$ cat src/sv/bcc_pkg.sv
// Shared types, codes and reset values for the button click classifier.
package bcc_pkg;

   typedef enum logic [1:0] {
      PH_IDLE = 2'd0,
      PH_DOWN = 2'd1,
      PH_UP   = 2'd2,
      PH_WAIT = 2'd3
   } phase_type;

   typedef enum logic [2:0] {
      EV_NONE     = 3'd0,
      EV_CLICK    = 3'd1,
      EV_DOUBLE   = 3'd2,
      EV_LONG     = 3'd3,
      EV_LONG_REL = 3'd4,
      EV_CONT     = 3'd5,
      EV_CONT_REL = 3'd6
   } event_type;

   localparam int CsrIndexWidth = 8;
   localparam int CsrDataWidth  = 8;

   localparam logic [CsrIndexWidth-1:0] CSR_ACTIVE_LEVEL    = 8'd0;
   localparam logic [CsrIndexWidth-1:0] CSR_DEBOUNCE_TICKS  = 8'd1;
   localparam logic [CsrIndexWidth-1:0] CSR_LONG_TICKS      = 8'd2;
   localparam logic [CsrIndexWidth-1:0] CSR_DOUBLE_WINDOW   = 8'd3;
   localparam logic [CsrIndexWidth-1:0] CSR_REPEAT_PERIOD   = 8'd4;
   localparam logic [CsrIndexWidth-1:0] CSR_CONTINUOUS_MODE = 8'd5;
   localparam logic [CsrIndexWidth-1:0] CSR_LONG_ON_RELEASE = 8'd6;
   localparam logic [CsrIndexWidth-1:0] CSR_DEFER_SINGLE    = 8'd7;

   localparam logic       RST_ACTIVE_LEVEL    = 1'b1;
   localparam logic [7:0] RST_DEBOUNCE_TICKS  = 8'd3;
   localparam logic [7:0] RST_LONG_TICKS      = 8'd50;
   localparam logic [7:0] RST_DOUBLE_WINDOW   = 8'd20;
   localparam logic [7:0] RST_REPEAT_PERIOD   = 8'd10;
   localparam logic       RST_CONTINUOUS_MODE = 1'b0;
   localparam logic       RST_LONG_ON_RELEASE = 1'b0;
   localparam logic       RST_DEFER_SINGLE    = 1'b0;

   localparam logic [7:0] HOLD_TOP = 8'hFF;

   typedef struct packed {
      logic       active_level;
      logic [7:0] debounce_ticks;
      logic [7:0] long_ticks;
      logic [7:0] double_window;
      logic [7:0] repeat_period;
      logic       continuous_mode;
      logic       long_on_release;
      logic       defer_single;
   } cfg_type;

endpackage

$ cat src/sv/bcc_csr.sv
// Configuration register file of the button click classifier.
module bcc_csr (
   input  logic                               clock,
   input  logic                               reset,
   input  logic                               csr_valid,
   output logic                               csr_ready,
   input  logic [bcc_pkg::CsrIndexWidth-1:0]  csr_index,
   input  logic [bcc_pkg::CsrDataWidth-1:0]   csr_data,
   output bcc_pkg::cfg_type                   cfg
);

   bcc_pkg::cfg_type cfg_ff;
   bcc_pkg::cfg_type cfg_in;
   logic             write;

   assign csr_ready = 1'b1;
   assign write     = csr_valid && csr_ready;
   assign cfg       = cfg_ff;

   always_comb begin
      cfg_in = cfg_ff;
      if (write) begin
         case (csr_index)
            bcc_pkg::CSR_ACTIVE_LEVEL:    cfg_in.active_level    = csr_data[0];
            bcc_pkg::CSR_DEBOUNCE_TICKS:  cfg_in.debounce_ticks  = csr_data;
            bcc_pkg::CSR_LONG_TICKS:      cfg_in.long_ticks      = csr_data;
            bcc_pkg::CSR_DOUBLE_WINDOW:   cfg_in.double_window   = csr_data;
            bcc_pkg::CSR_REPEAT_PERIOD:   cfg_in.repeat_period   = csr_data;
            bcc_pkg::CSR_CONTINUOUS_MODE: cfg_in.continuous_mode = csr_data[0];
            bcc_pkg::CSR_LONG_ON_RELEASE: cfg_in.long_on_release = csr_data[0];
            bcc_pkg::CSR_DEFER_SINGLE:    cfg_in.defer_single    = csr_data[0];
            default:                      cfg_in = cfg_ff;
         endcase
      end
   end

   always_ff @(posedge clock) begin
      if (reset) begin
         cfg_ff.active_level    <= bcc_pkg::RST_ACTIVE_LEVEL;
         cfg_ff.debounce_ticks  <= bcc_pkg::RST_DEBOUNCE_TICKS;
         cfg_ff.long_ticks      <= bcc_pkg::RST_LONG_TICKS;
         cfg_ff.double_window   <= bcc_pkg::RST_DOUBLE_WINDOW;
         cfg_ff.repeat_period   <= bcc_pkg::RST_REPEAT_PERIOD;
         cfg_ff.continuous_mode <= bcc_pkg::RST_CONTINUOUS_MODE;
         cfg_ff.long_on_release <= bcc_pkg::RST_LONG_ON_RELEASE;
         cfg_ff.defer_single    <= bcc_pkg::RST_DEFER_SINGLE;
      end else begin
         cfg_ff <= cfg_in;
      end
   end

endmodule

$ cat src/sv/bcc_engine.sv
// Debounce counter and press phase machine, one tick per step.
module bcc_engine (
   input  logic                clock,
   input  logic                reset,
   input  logic                step,
   input  logic                level,
   input  bcc_pkg::cfg_type    cfg,
   output bcc_pkg::event_type  event_code
);

   logic                stable_ff, stable_in;
   bcc_pkg::phase_type  phase_ff, phase_in;
   bcc_pkg::event_type  prev_ff, prev_in;
   bcc_pkg::event_type  pend_ff, pend_in;
   logic [7:0]          dbc_ff, dbc_in;
   logic [7:0]          hold_ff, hold_in;
   logic [7:0]          rep_ff, rep_in;
   logic [7:0]          gap_ff, gap_in;
   bcc_pkg::event_type  ev;

   always_comb begin
      stable_in = stable_ff;
      phase_in  = phase_ff;
      prev_in   = prev_ff;
      pend_in   = pend_ff;
      dbc_in    = dbc_ff;
      hold_in   = hold_ff;
      rep_in    = rep_ff;
      gap_in    = gap_ff;
      ev        = bcc_pkg::EV_NONE;

      if (level != stable_ff) begin
         dbc_in = dbc_ff + 8'd1;
         if (dbc_in >= cfg.debounce_ticks) begin
            stable_in = level;
            dbc_in    = 8'd0;
            if (phase_ff == bcc_pkg::PH_IDLE || phase_ff == bcc_pkg::PH_WAIT) begin
               phase_in = bcc_pkg::PH_DOWN;
            end else if (phase_ff == bcc_pkg::PH_DOWN) begin
               phase_in = bcc_pkg::PH_UP;
            end
         end
      end

      case (phase_in)
         bcc_pkg::PH_DOWN: begin
            if (stable_in == cfg.active_level) begin
               if (cfg.continuous_mode) begin
                  rep_in = rep_ff + 8'd1;
                  if (rep_in >= cfg.repeat_period) begin
                     rep_in  = 8'd0;
                     pend_in = bcc_pkg::EV_CONT;
                     ev      = bcc_pkg::EV_CONT;
                  end
               end else begin
                  if (pend_ff != bcc_pkg::EV_LONG) begin
                     pend_in = bcc_pkg::EV_CLICK;
                  end
                  hold_in = hold_ff + 8'd1;
                  if (hold_in >= cfg.long_ticks) begin
                     if (cfg.long_on_release) begin
                        pend_in = bcc_pkg::EV_LONG;
                     end else begin
                        rep_in = rep_ff + 8'd1;
                        if (rep_in >= cfg.repeat_period) begin
                           rep_in  = 8'd0;
                           pend_in = bcc_pkg::EV_LONG;
                           ev      = bcc_pkg::EV_LONG;
                        end
                     end
                     if (hold_in == bcc_pkg::HOLD_TOP) begin
                        hold_in = cfg.long_ticks;
                     end
                  end
               end
            end
         end
         bcc_pkg::PH_UP: begin
            if (pend_ff == bcc_pkg::EV_CLICK) begin
               if (gap_ff <= cfg.double_window && prev_ff == bcc_pkg::EV_DOUBLE) begin
                  pend_in  = bcc_pkg::EV_DOUBLE;
                  ev       = bcc_pkg::EV_DOUBLE;
                  phase_in = bcc_pkg::PH_IDLE;
                  prev_in  = bcc_pkg::EV_NONE;
               end else begin
                  gap_in  = 8'd0;
                  hold_in = 8'd0;
                  if (!cfg.defer_single) begin
                     ev = bcc_pkg::EV_CLICK;
                  end
                  phase_in = bcc_pkg::PH_WAIT;
                  prev_in  = bcc_pkg::EV_DOUBLE;
               end
            end else if (pend_ff == bcc_pkg::EV_LONG) begin
               ev       = cfg.long_on_release ? bcc_pkg::EV_LONG : bcc_pkg::EV_LONG_REL;
               hold_in  = 8'd0;
               phase_in = bcc_pkg::PH_IDLE;
               prev_in  = bcc_pkg::EV_LONG;
               pend_in  = bcc_pkg::EV_CLICK;
            end else if (cfg.continuous_mode && pend_ff == bcc_pkg::EV_CONT) begin
               hold_in  = 8'd0;
               ev       = bcc_pkg::EV_CONT_REL;
               phase_in = bcc_pkg::PH_IDLE;
               prev_in  = bcc_pkg::EV_CONT;
            end
         end
         bcc_pkg::PH_WAIT: begin
            gap_in = gap_ff + 8'd1;
            if (gap_in >= cfg.double_window) begin
               phase_in = bcc_pkg::PH_IDLE;
               prev_in  = bcc_pkg::EV_NONE;
            end
            if (cfg.defer_single && gap_in >= cfg.double_window &&
                prev_in != bcc_pkg::EV_CLICK) begin
               gap_in   = 8'd0;
               ev       = bcc_pkg::EV_CLICK;
               phase_in = bcc_pkg::PH_IDLE;
               prev_in  = bcc_pkg::EV_CLICK;
            end
         end
         default: begin
         end
      endcase
   end

   assign event_code = ev;

   always_ff @(posedge clock) begin
      if (reset) begin
         stable_ff <= ~bcc_pkg::RST_ACTIVE_LEVEL;
         phase_ff  <= bcc_pkg::PH_IDLE;
         prev_ff   <= bcc_pkg::EV_NONE;
         pend_ff   <= bcc_pkg::EV_NONE;
         dbc_ff    <= 8'd0;
         hold_ff   <= 8'd0;
         rep_ff    <= 8'd0;
         gap_ff    <= 8'd0;
      end else if (step) begin
         stable_ff <= stable_in;
         phase_ff  <= phase_in;
         prev_ff   <= prev_in;
         pend_ff   <= pend_in;
         dbc_ff    <= dbc_in;
         hold_ff   <= hold_in;
         rep_ff    <= rep_in;
         gap_ff    <= gap_in;
      end
   end

   a_state_holds_idle: assert property (@(posedge clock) disable iff (reset)
      !step |=> $stable(stable_ff) && $stable(phase_ff) && $stable(dbc_ff))
      else $error("engine state moved without a tick");

   a_debounce_below_limit: assert property (@(posedge clock) disable iff (reset)
      step && level != stable_ff && dbc_ff + 8'd1 >= cfg.debounce_ticks
      |=> stable_ff == $past(level) && dbc_ff == 8'd0)
      else $error("debounced level not taken");

endmodule

$ cat src/sv/button_click_classifier_core.sv
// Top level of the button click classifier: input stage, engine, result register.
//
// Takes one sampled button level per req transfer and returns exactly one event
// code per item on rsp, in order. One item is accepted every clock cycle while
// rsp is not stalled; each result passes through the input register, then the
// result register fed by the combinational debounce and phase update. Back
// pressure on rsp holds the result register and then the input register.
// Configuration writes on csr are always ready and take effect on the next tick.
module button_click_classifier_core (
   input  logic        clock,
   input  logic        reset,
   input  logic        req_tvalid,
   output logic        req_tready,
   input  logic [7:0]  req_tdata,   // [0] level, [7:1] zero
   output logic        rsp_tvalid,
   input  logic        rsp_tready,
   output logic [7:0]  rsp_tdata,   // [2:0] event_code, [7:3] zero
   input  logic        csr_valid,
   output logic        csr_ready,
   input  logic [bcc_pkg::CsrIndexWidth-1:0] csr_index,
   input  logic [bcc_pkg::CsrDataWidth-1:0]  csr_data
);

   bcc_pkg::cfg_type    cfg;
   bcc_pkg::event_type  event_code;
   logic                s1_valid_ff, s1_valid_in;
   logic                s1_level_ff;
   logic                rsp_valid_ff, rsp_valid_in;
   logic [2:0]          rsp_code_ff;
   logic                req_transfer;
   logic                advance;

   bcc_csr u_csr (
      .clock     (clock),
      .reset     (reset),
      .csr_valid (csr_valid),
      .csr_ready (csr_ready),
      .csr_index (csr_index),
      .csr_data  (csr_data),
      .cfg       (cfg)
   );

   bcc_engine u_engine (
      .clock      (clock),
      .reset      (reset),
      .step       (advance),
      .level      (s1_level_ff),
      .cfg        (cfg),
      .event_code (event_code)
   );

   assign advance      = s1_valid_ff && (!rsp_valid_ff || rsp_tready);
   assign req_tready   = !s1_valid_ff || advance;
   assign req_transfer = req_tvalid && req_tready;
   assign s1_valid_in  = req_transfer || (s1_valid_ff && !advance);
   assign rsp_valid_in = advance || (rsp_valid_ff && !rsp_tready);

   assign rsp_tvalid = rsp_valid_ff;
   assign rsp_tdata  = {5'd0, rsp_code_ff};

   always_ff @(posedge clock) begin
      if (reset) begin
         s1_valid_ff  <= 1'b0;
         rsp_valid_ff <= 1'b0;
      end else begin
         s1_valid_ff  <= s1_valid_in;
         rsp_valid_ff <= rsp_valid_in;
      end
   end

   always_ff @(posedge clock) begin
      if (req_transfer) begin
         s1_level_ff <= req_tdata[0];
      end
      if (advance) begin
         rsp_code_ff <= event_code;
      end
   end

   a_stall_only_when_full: assert property (@(posedge clock) disable iff (reset)
      !req_tready |-> s1_valid_ff && rsp_valid_ff && !rsp_tready)
      else $error("input stalled with room downstream");

   a_advance_fills_result: assert property (@(posedge clock) disable iff (reset)
      advance |=> rsp_valid_ff && rsp_code_ff == $past(event_code))
      else $error("result register missed a tick");

   a_code_in_range: assert property (@(posedge clock) disable iff (reset)
      rsp_valid_ff |-> rsp_code_ff != 3'd7)
      else $error("event code out of range");

endmodule
$ cat config.mk
export PLATFORM = sky130hd
export DESIGN_NAME = button_click_classifier_core
export DESIGN_NICKNAME = d
export VERILOG_FILES = /design/src/sv/bcc_pkg.sv /design/src/sv/bcc_csr.sv /design/src/sv/bcc_engine.sv /design/src/sv/button_click_classifier_core.sv
export SDC_FILE = /design/constraint.sdc
export NUM_CORES = 1
export LEC_CHECK = 0
export BUFFER_PORTS_ARGS = -buffer_cell sky130_fd_sc_hd__buf_4
export CAP_MARGIN = 20
export CORE_MARGIN = 2
export CORE_UTILIZATION = 65
export DETAILED_ROUTE_END_ITERATION = 16
export PLACE_DENSITY = 0.95
export SLEW_MARGIN = 10
export SYNTH_ARGS = -nofsm -noshare
export SYNTH_HDL_FRONTEND = slang
export SYNTH_SLANG_ARGS = --single-unit
$ cat constraint.sdc
create_clock -name clock -period 8.54 [get_ports clock]
set_input_delay 2.562 -clock clock [delete_from_list [all_inputs] [get_ports clock]]
set_output_delay 2.562 -clock clock [all_outputs]
set_load 0.01 [all_outputs]
Word-level counts from Yosys, hierarchy flattened
Index checks and enable logic that the tools add are counted.
{"block": "totals", "elab_cells": 159, "output_inout_bits": 11, "inputBits": 29, "register_bits": 83}
{"block": "op_classes", "addsub": 4, "mux": 63, "n_reduce_logical": 36, "order_cmp": 5, "eq_ne": 31}
{"operator": "$mux 8", "n": 15}
{"operator": "$mux 3", "n": 26}
{"operator": "$add 8x1->8 const B", "n": 4}
{"operator": "$eq 8x3->1 const B", "n": 4}
{"operator": "$ge 8x8->1", "n": 4}
{"operator": "$pmux 8 s2", "n": 2}
{"operator": "$mux 2", "n": 12}
{"operator": "$reduce_and 2->1", "n": 9}
{"operator": "$eq 8x2->1 const B", "n": 2}
{"operator": "$pmux 3 s2", "n": 2}
{"operator": "$reduce_and 6->1", "n": 2}
{"operator": "$pmux 3 s3", "n": 1}
{"operator": "$eq 8x1->1 const B", "n": 1}
{"operator": "$eq 8x8->1 const B", "n": 1}
{"operator": "$le 8x8->1", "n": 1}
{"operator": "$logic_and 1x1->1", "n": 8}
{"operator": "$logic_not 8->1", "n": 1}
{"operator": "$eq 2x2->1 const B", "n": 3}
{"operator": "$eq 3x2->1 const B", "n": 2}
{"operator": "$ne 2x1->1 const B", "n": 3}
{"operator": "$ne 3x1->1 const B", "n": 2}
{"operator": "$ne 3x2->1 const B", "n": 2}
{"operator": "$ne 3x3->1 const B", "n": 2}
{"operator": "$reduce_bool 2->1", "n": 3}
{"operator": "15 further kinds", "n": 27}

Logic depth before layout (Yosys ltp)
{"block": "logic_depth", "ltp_word": 11, "mapped_depth": 20, "depth_no_buf": 19}

Cells and area by module
A second synthesis with hierarchy kept.
{"block": "hier_totals", "cells_unflattened": 661, "hier_area_um2": 5467.7}
{"module": "bcc_engine", "area_per_inst_um2": 3674.8, "instances": 1, "seq_area_each_um2": 820.8, "cells_each": 493}
{"module": "bcc_csr", "area_per_inst_um2": 1527.7, "instances": 1, "seq_area_each_um2": 720.7, "cells_each": 148}
{"module": "button_click_classifier_core", "area_per_inst_um2": 265.3, "instances": 1, "seq_area_each_um2": 160.2, "cells_each": 20}

Least setup slack after synthesis
No wires, ideal clock.
{"block": "synth_timing", "path_type": "input to output", "startpoint": "input rsp_tready", "endpoint": "output req_tready", "required_ns": 5.978, "path_stages": 2, "arrival_ns": 2.859, "n_path_buf": 0, "path_slack_ns": 3.119, "path_cell_list": "nor2b_1 -> nand2_1"}
{"block": "synth_via", "elab_chain_cells": 3}
{"element": "start: declaration", "line": "button_click_classifier_core.sv:16", "source": "input logic rsp_tready,"}
{"element": "$logic_or 1x1->1", "line": "button_click_classifier_core.sv:52", "source": "assign advance = s1_valid_ff && (!rsp_valid_ff || rsp_tready);"}
{"element": "$logic_and 1x1->1", "line": "button_click_classifier_core.sv:52"}
{"element": "$logic_or 1x1->1", "line": "button_click_classifier_core.sv:53", "source": "assign req_tready = !s1_valid_ff || advance;"}
{"element": "end: declaration", "line": "button_click_classifier_core.sv:13", "source": "output logic req_tready,"}
No other way between the ends.

Worst setup path after layout
Same ends and word-level chain as after synthesis.

==> summary.md <==
| Metric | Value |
|---|---|
| Metal-1 WL | `5.32 mm` |
| Clock sink count | `83` |
| Filler cells | `540` |
| Post-synth EDFFs | `4` |
| I/O pin cnt | `40` |
| Main combinational cell family by area after synthesis | `simple AND/OR/NAND/NOR gates` |
| Clock Skew | `0.00991 ns` |
| Top routing layer in use | `met4` |
| Share of Yosys cell area claimed by the top area cell type | `30.0%` |
| Compound-gate portion of the synthesized area | `16.9%` |
| H-Tree Depth | `3` |
| Length of the first detailed-routing pass in iterations | `6` |
| Vias per std cell | `6.24` |
| LEAKAGE | `2.43 nW` |
| Synth-to-layout area growth | `7.36%` |
| Placed cell count | `739` |
| Area post-placement | `5490 um2` |
| Initial Utilization | `67.5%` |
| Root buf cell | `clkbuf_8` |
| Crit path time final | `5.69 ns` |
| Fin. max-slew vios | `0` |
| Yosys reg bits | `83` |
| Ratio of final minimum period to clock period | `66.6%` |
| Post-route DRC | `0` |
| Yosys warns | `0` |
| RSZ-0062 raised after global routing | `false` |
| Reg2reg start | `u_engine.dbc_ff[2]` |
| Slew HR | `31.9%` |
| Setup tns final | `0 ns` |
| Top achievable clock speed | `176 MHz` |
| Hold Crit Depth | `2` |
| Nets | `725` |
| Grt ovf | `0` |
| Post-CTS sizing | `0` |
| N_diodes | `0` |
| Asr flop ratio synth | `0%` |
| Reg-to-reg endpoint | `u_engine.gap_ff[3]` |
| Met2 WL post-DR | `6.01 mm` |
| CP Data Required Time | `5.98 ns` |
| Flop-to-flop setup slack | `3.02 ns` |
| Final Non-Filler Cells | `755` |
| PwrDens | `124 nW/um2` |
| Synth Area in Simple Gates | `21.5%` |
| Endpoints failing hold | `0` |
| Skew-Pair Late Insertion Delay | `0.37 ns` |
| Netlist Area Pre-Place | `5270 um2` |
| Die height | `94.1 um` |
| Synthesized area per cell | `8.30 um2` |
| Most frequent cells in the layout | `dfxtp_1 (79), nor2_1 (67), nand2_1 (48), ha_1 (48), inv_1 (45)` |
| Hold Buf Count CTS | `0` |
| Metal3 WL | `792 um` |
| Sequential cell area fraction in the yosys report | `32.3%` |
| R2R cell count | `18` |
| Critical path type | `input port to primary output` |
| Status | `finished clean` |
| XOR/XNOR Fraction of Synth Area | `4.82%` |
| Initial DRC count | `328` |
| Share of cells above drive strength 1 | `7.66%` |
| Initial antenna violation count | `0` |
| Vias in the first global route | `4504` |
| Slew @ Worst Pin | `1.02 ns` |
| Cell variety after synth | `60` |
| CTS Buffer Depth | `2` |
| Total wire length | `12.5 mm` |
| Syn Inst Count | `635` |
| Hold EP | `u_engine.prev_ff[2]` |
| Global-route wire length before repair | `20.9 mm` |
| Clk pin slew, worst setup/hold paths | `0.08 ns` |
| Synth Flop Type | `dfxtp_1` |
| Routed via count | `4709` |
| Post-synthesis mux area share | `7.05%` |
| CP startpoint kind | `input port` |
| Max Cap Viol | `0` |
| GRT Total Usage | `29.8%` |
| Worst EP arrival | `3.13 ns` |
| Post-route cell area | `5660 um2` |
| Die extent in x | `94.1 um` |
| Port bufs | `26` |
| Cell Rows | `32` |
| Post-DR wirelength/cell | `16.5 um` |
| CTS tree | `yes` |
| Antenna Nets Post-Route | `0` |
| Final setup viols | `0` |
| Synth area leader | `dfxtp_1` |
| Commonest non-fill, non-tap cell in the layout | `dfxtp_1` |
| Last weighted congestion value of the routability-driven placer | `0.958` |
| Hold path startpoint | `u_engine.prev_ff[2]` |
| Adder-cell share of the synthesized area | `11.4%` |
| Post-DP HPWL | `8.83 mm` |
| Type of the most critical hold path | `flip-flop to flip-flop` |
| Setup Buffers After CTS | `0` |
| CP endpoint kind | `primary output` |
| Maximum net fanout on the critical path | `4` |
| Synth area leaders | `dfxtp_1 (30%), ha_1 (11%), mux2i_1 (6.8%)` |
| Core Box Area | `7810 um2` |
| CTS Buf Count | `9` |
| Largest net degree at the start of global routing | `62` |
| Die area | `8850 um2` |
| Max VDD drop | `0.0968 mV` |
==> worst max-delay path by stage <==
| stage | from | to | slack, ns | cells after the start |
|---|---|---|---|---|
| 3_5_place_dp | rsp_tready | req_tready | 2.84 | 4 |
| 6_report | rsp_tready | req_tready | 2.85 | 4 |
| 3_3_place_gp | rsp_tready | req_tready | 2.89 | 4 |
| 4_1_cts | rsp_tready | req_tready | 2.84 | 4 |
| 5_1_grt | u_engine.dbc_ff[2] | u_engine.gap_ff[3] | 2.56 | 18 |
| 2_1_floorplan | rsp_tready | req_tready | 3.12 | 2 |
==> report_power, final <==
part | leakage, nW | internal [mW] | total [mW] | switching, mW
clock | 0.0882 | 0.108 | 0.261 | 0.153
sequential | 0.676 | 0.392 | 0.394 | 0.00210
combinational | 1.67 | 0.0147 | 0.0449 | 0.0301
==> stage by stage <==
stage	total power, mW	hold slack, ns	utilization, %	setup slack [ns]
floorplan	0.429	0.432	-	3.12
global placement	0.445	0.439	70.3	2.89
detailed placement	0.447	0.458	70.3	2.84
CTS	0.697	0.468	72.5	2.84
global route	0.718	0.486	72.5	2.56
finish	0.700	0.469	72.5	2.85
==> metal layers <==
metal,GRT usage (%),vias up
met5,0,-
met4,12.1,0
met3,4.01,34
met2,51.0,212
met1,37.7,2191
li1,-,2272
==> registers in the layout, summed over array words and instances, names as in the netlist, named ones only <==
register and flops:
rsp_tvalid 1, u_engine.prev_ff 2, u_engine.gap_ff 8, rsp_code_ff 3, u_engine.dbc_ff 8, s1_valid_ff 1, u_engine.phase_ff 2, u_engine.stable_ff 1
u_engine.rep_ff 8, u_csr.cfg 36, u_engine.hold_ff 8, s1_level_ff 1, u_engine.pend_ff 3
==> area by class of cell <==
| type | count | area [um2] | area share, % |
|---|---|---|---|
| Clock inverter | 5 | 37.5 | 0.663 |
| Tap cell | 102 | 128 | 2.25 |
| Inverter | 46 | 173 | 3.05 |
| Timing Repair Buffer | 29 | 218 | 3.85 |
| Sequential cell | 83 | 1700 | 30.1 |
| Clock buffer | 11 | 131 | 2.32 |
| Multi-Input combinational cell | 479 | 3270 | 57.8 |
==> worst max-delay path, cell delays in order <==
cell and delay, ns:
buf_4 0.11, nor2b_1 0.21, nand2_1 0.11, buf_4 0.15
==> cells by family after synthesis <==
family                     after synthesis
and+or+nand+nor                        228
AOI/OAI and AO/OA                      131
other                                    2
muxes                                   37
buffers and inverters                   77
DFF                                     83
xor gates and xnor gates                29
adders and majority gates               48
==> Yosys cell counts (4+ instances only) <==
library cell  instances
nand2b_1             12
a21o_1                9
xor2_1               16
nor2_1               67
nand3_1              29
nor4_1                4
and2_1                4
mux2i_1              36
nor2b_1               6
dfxtp_1              79
o21ai_0              16
nand2_1              48
o31ai_1              11
a21oi_1              39
or3_1                 4
edfxtp_1              4
buf_4                 6
nand4_1               9
o211ai_1             17
inv_1                45
o21a_1                4
ha_1                 48
nor3b_1               7
nor3_1               11
xnor2_1              13
nand3b_1             11
and3_1                8
clkbuf_1             20
(Power assumes the default switching activity.)
